File: config.mk
export PLATFORM = sky130hd
export DESIGN_NAME = lpfd_core
export DESIGN_NICKNAME = d
export VERILOG_FILES = /design/src/lpfd_pkg.sv /design/src/lpfd_core.sv
export SDC_FILE = /design/constraint.sdc
export NUM_CORES = 1
export LEC_CHECK = 0
export ABC_AREA = 1
export BUFFER_PORTS_ARGS = -buffer_cell sky130_fd_sc_hd__buf_2
export CORE_ASPECT_RATIO = 1.25
export CORE_UTILIZATION = 40
export CTS_BUF_LIST = sky130_fd_sc_hd__clkbuf_4 sky130_fd_sc_hd__clkbuf_8
export CTS_CLUSTER_DIAMETER = 120
export DETAILED_ROUTE_END_ITERATION = 10
export PLACE_DENSITY = 0.55
export SLEW_MARGIN = 10
export SYNTH_ARGS = -nofsm -noshare
export SYNTH_HDL_FRONTEND = slang
export SYNTH_SLANG_ARGS = --single-unit
File: constraint.sdc
create_clock -name clk -period 3.23 [get_ports clk]
set_input_delay 0.1615 -clock clk [delete_from_list [all_inputs] [get_ports clk]]
set_output_delay 0.1615 -clock clk [all_outputs]
set_load 0.005 [all_outputs]
File: src/lpfd_pkg.sv
// lpfd_pkg: shared constants and types for the length-prefixed frame decoder
// no dependencies; used by the channel interfaces, lpfd_core and the top level
package lpfd_pkg;

	localparam int HEADER_BYTES = 8;
	localparam int HDR_CNT_W    = $clog2(HEADER_BYTES);
	localparam int HDR_STORE_W  = (HEADER_BYTES - 1) * 8;
	localparam int LEN_W        = 24;

	localparam logic [HDR_CNT_W-1:0] HDR_CNT_LAST = HDR_CNT_W'(HEADER_BYTES - 1);

	localparam logic [LEN_W-1:0] MAX_PAYLOAD_RESET = 24'd65528;
	localparam logic [2:0]       OPCODE_MAX        = 3'd4;

	// input op codes
	localparam logic OP_BYTE  = 1'b0;
	localparam logic OP_CLEAR = 1'b1;

	// result kinds
	localparam logic [1:0] KIND_HEADER  = 2'd0;
	localparam logic [1:0] KIND_PAYLOAD = 2'd1;
	localparam logic [1:0] KIND_CORRUPT = 2'd2;

	typedef struct packed {
		logic [1:0]       kind;
		logic [2:0]       opcode;
		logic [LEN_W-1:0] payload_length;
		logic [7:0]       payload_byte;
		logic             last;
	} lpfd_result_t;

endpackage

File: src/lpfd_core.sv
// lpfd_core: frame parsing state and the per-beat decode logic
// depends on lpfd_pkg
module lpfd_core import lpfd_pkg::*; (
	input  logic             clk,
	input  logic             arst_n,
	input  logic             en,
	input  logic             op,
	input  logic [7:0]       data_byte,
	input  logic [LEN_W-1:0] max_payload,
	output logic             res_valid,
	output lpfd_result_t     res
);

	typedef enum logic [1:0] {
		PH_HEADER,
		PH_PAYLOAD,
		PH_ERROR
	} phase_t;

	phase_t                 phase_q, phase_n;
	logic [HDR_CNT_W-1:0]   hdr_cnt_q, hdr_cnt_n;
	logic [HDR_STORE_W-1:0] hdr_q, hdr_n;
	logic [LEN_W-1:0]       remain_q, remain_n;
	logic [2:0]             frame_opc_q, frame_opc_n;

	logic [31:0] hdr_opc;
	logic [31:0] hdr_len;
	logic        hdr_bad;

	// the last header byte completes the length word
	assign hdr_opc = hdr_q[31:0];
	assign hdr_len = {data_byte, hdr_q[HDR_STORE_W-1:32]};
	assign hdr_bad = (|hdr_opc[31:3]) || (hdr_opc[2:0] > OPCODE_MAX)
		|| (|hdr_len[31:LEN_W]) || (hdr_len[LEN_W-1:0] > max_payload);

	always_comb begin
		phase_n     = phase_q;
		hdr_cnt_n   = hdr_cnt_q;
		hdr_n       = hdr_q;
		remain_n    = remain_q;
		frame_opc_n = frame_opc_q;
		res_valid   = 1'b0;
		res         = '0;
		if (op == OP_CLEAR) begin
			phase_n   = PH_HEADER;
			hdr_cnt_n = '0;
			remain_n  = '0;
		end else begin
			unique case (phase_q)
				PH_ERROR: begin
				end
				PH_PAYLOAD: begin
					res_valid        = 1'b1;
					res.kind         = KIND_PAYLOAD;
					res.opcode       = frame_opc_q;
					res.payload_byte = data_byte;
					res.last         = (remain_q <= LEN_W'(1));
					if (res.last) begin
						phase_n   = PH_HEADER;
						hdr_cnt_n = '0;
						remain_n  = '0;
					end else begin
						remain_n = remain_q - LEN_W'(1);
					end
				end
				default: begin
					phase_n = PH_HEADER;
					if (hdr_cnt_q != HDR_CNT_LAST) begin
						hdr_n     = {data_byte, hdr_q[HDR_STORE_W-1:8]};
						hdr_cnt_n = hdr_cnt_q + HDR_CNT_W'(1);
					end else begin
						hdr_cnt_n = '0;
						res_valid = 1'b1;
						res.last  = 1'b1;
						if (hdr_bad) begin
							phase_n  = PH_ERROR;
							remain_n = '0;
							res.kind = KIND_CORRUPT;
						end else begin
							frame_opc_n        = hdr_opc[2:0];
							res.kind           = KIND_HEADER;
							res.opcode         = hdr_opc[2:0];
							res.payload_length = hdr_len[LEN_W-1:0];
							remain_n           = hdr_len[LEN_W-1:0];
							if (hdr_len[LEN_W-1:0] != '0) begin
								phase_n  = PH_PAYLOAD;
								res.last = 1'b0;
							end
						end
					end
				end
			endcase
		end
	end

	always_ff @(posedge clk or negedge arst_n) begin
		if (!arst_n) begin
			phase_q     <= PH_HEADER;
			hdr_cnt_q   <= '0;
			hdr_q       <= '0;
			remain_q    <= '0;
			frame_opc_q <= '0;
		end else if (en) begin
			phase_q     <= phase_n;
			hdr_cnt_q   <= hdr_cnt_n;
			hdr_q       <= hdr_n;
			remain_q    <= remain_n;
			frame_opc_q <= frame_opc_n;
		end
	end

endmodule

==> metrics <==
outcome=finished, final reports clean; routability cong.=roughly 0.91; Overflow after GRT=0; Worst Setup Path Type=reg2out; GRT Util Overall=between 20 and 25%; largest net degree at the start of global routing=94; Routed WL=16,400 um; die width=around 110 um; CP max FO=26; drt first pass iters=5; relative slew slack=approximately two fifths; Setup Buffers After CTS=0; DR iter-0 viols=between 200 and 300; largest area contributor in the netlist=dfrtp_1; P&R area growth vs syn=13.2%; DR DRC count=0; number of global-route vias before repair=approximately 5,400; Mapped Nets=877; most frequent cell after synthesis=nand2_1; CP endpoint kind=output port; Crit path arrival time=~2700 ps; first-pass GRT wire length=between 20,000 and 30,000 um; Layout Nets=between 900 and 1,000; Max IR drop VDD=0.000358 V; achievable frequency=351 MHz; hpwl dp=~12,000 um; hold crit path type=in2reg; share of layout cells above drive strength 1=13.8%; FILL cells=1,460; min Tclk post-route=between 2000 and 3000 ps; chip height=about 130 um; number of port buffers=74; Pleak=about 3.6 nW; IO Pins=75; Async S/R FF share, synth=between 90% and 100%; RSZ-0062 raised after global routing=false; WL/cell=roughly 16 um; Distinct cells, synth=34; multi-input logic area=2910 um^2; TritonCTS clock tree=yes; CTS clk-pin slew, worst paths=~100 ps; syn_area_per_cell=just under 7 um^2; TNS Setup=0 ps; max-cap viol count=0; initial antenna violation count=0; vias per cell=5.15; die area=between 10,000 and 15,000 um^2; fin. max-slew vios=0; CTS max path bufs=2; Seq/Total Area, Yosys=39.2%; Clk Latency, worst-skew pair=slightly below 400 ps; CTS Buf Count=9; worst endpoint required time=3070 ps; post-synth top area share=between 30% and 40%; prevailing post-synth register cell=dfrtp_1; Final Skew=between 15 and 20 ps; top cells by instance count after synthesis=nand2_1, nor2_1, inv_1, dfrtp_1, nand3_1; number of synthesized flops with an enable pin=0; Core ar.=about 14,000 um^2; Design Area, Final=~6400 um^2; n_diodes=0; htree depth=3; startpoint types=flip-flop; Cells after Synth=810; # setup viols final=0; Reg area=2200 um^2; initial core utilization=approximately 41%; Syn Std Cell Area=approximately 5600 um^2; Hold Violations, Final=0; Root Buffer Master=clkbuf_8; worst slew pin tran=899 ps; PD cells=~420 nW/um^2; placed inst area=slightly above 6000 um^2; Synth warnings=0; vias=between 5,000 and 6,000; Final period util=88.2%; clock sink total=88; Synth Register Bits=a little under 90; top post-synthesis cells by area=dfrtp_1, nand2_1, nor2_1; Routed Antenna Nets=0; row cnt=48
through the flow:
stage	worst slack (ps)	util [%]	total power, mW	hold WS, ps	cells
6_report	380	46.2	2.70	56.6	1054
4_1_cts	232	46.2	2.73	37.6	1054
2_1_floorplan	1310	-	1.72	-134	810
3_5_place_dp	682	44.7	1.93	200	1037
5_1_grt	182	46.2	2.87	56.6	1054
3_3_place_gp	694	44.7	1.91	199	1037
placed cells by master (no fill, tap or decap):
cell type,count
nor3_4,1
nor2_2,4
or2_1,2
nand3_1,54
o21bai_1,2
dfrtp_1,88
dlygate4sd3_1,1
a21o_1,2
o21ai_0,26
inv_1,90
buf_4,8
xor2_1,6
inv_6,3
clkbuf_8,9
clkinv_1,2
clkinv_4,1
a21oi_1,47
nand2_4,1
nor2_1,113
mux2_1,1
a21oi_2,3
buf_12,1
xnor2_1,4
nor3_1,5
nor4_1,2
nor4_2,1
nand2_2,1
nand3b_1,1
o211ai_1,2
nand4_1,22
o22ai_1,1
o21ai_1,25
inv_2,9
and2_1,1
buf_2,73
inv_8,3
nand2_1,230
ha_1,31
a31o_2,3
area by class of cell:
class	instances	share of cell area, %
repair buffers	83	7.16
well taps	175	3.44
clock buffers	9	1.95
multi-input cells	591	45.8
clock inverters	7	1.08
flip-flops and latches	88	34.6
inverters	101	5.96
critical path, cell delays in order, from the launching register on:
cell and delay [ps]:
dfrtp_1 520, ha_1 350, nand2_1 70, nor2_1 160, and2_1 170, nand4_1 180, nand2_4 330, nand4_1 200
o21ai_1 180, buf_2 140
per-layer routing:
metal | share of wire [%] | up-vias | GRT usage [%]
li1 | - | 2714 | -
met1 | 43 | 2537 | 30.7
met2 | 49 | 137 | 41.7
met3 | 5.2 | 36 | 3.57
met4 | 3.3 | 0 | 11.9
met5 | 0 | - | 0
where the power goes:
part / switching [mW] / internal (mW)
clock: 0.489 / 0.306
sequential: 0.150 / 1.24
combinational: 0.324 / 0.188
sequential cells by signal, summed over array words and instances (netlist names):
name,count
remain_q,24
hdr_q,56
frame_opc_q,3
phase_q,2
hdr_cnt_q,3
path summary, 6_finish.rpt:
| kind | start | to | slack (ps) | cells past startpoint |
|---|---|---|---|---|
| setup reg to reg | remain_q[0] | phase_q[0] | 840 | 8 |
| setup / recovery | hdr_q[55] | res[34] | 380 | 9 |
| hold reg to reg | hdr_q[15] | hdr_q[15] | 500 | 2 |
| max in group asynchronous | arst_n | hdr_q[14] | 2140 | 3 |
| hold / removal | data_byte[1] | hdr_q[49] | 60 | 3 |
| min in group asynchronous | arst_n | remain_q[14] | 290 | 2 |
what timing repair did:
action | 4_1_cts | 5_1_grt
gates resized for setup | 0 | 1
setup endpoints to repair | 0 | 1
hold buffers | 1 | 0
endpoints found under the hold margin | 39 | 0
kinds of logic after synthesis:
kind of cell | count (synthesis) | synth area share, %
AOI/OAI and AO/OA | 111 | 10.6
muxes | 1 | 0.200
buffers and inverters | 131 | 9.11
and+or+nand+nor | 438 | 32.4
adders and majority gates | 31 | 6.90
xor gates and xnor gates | 10 | 1.56
DFF | 88 | 39.2
Note: power is estimated with default switching activity, not from simulation.
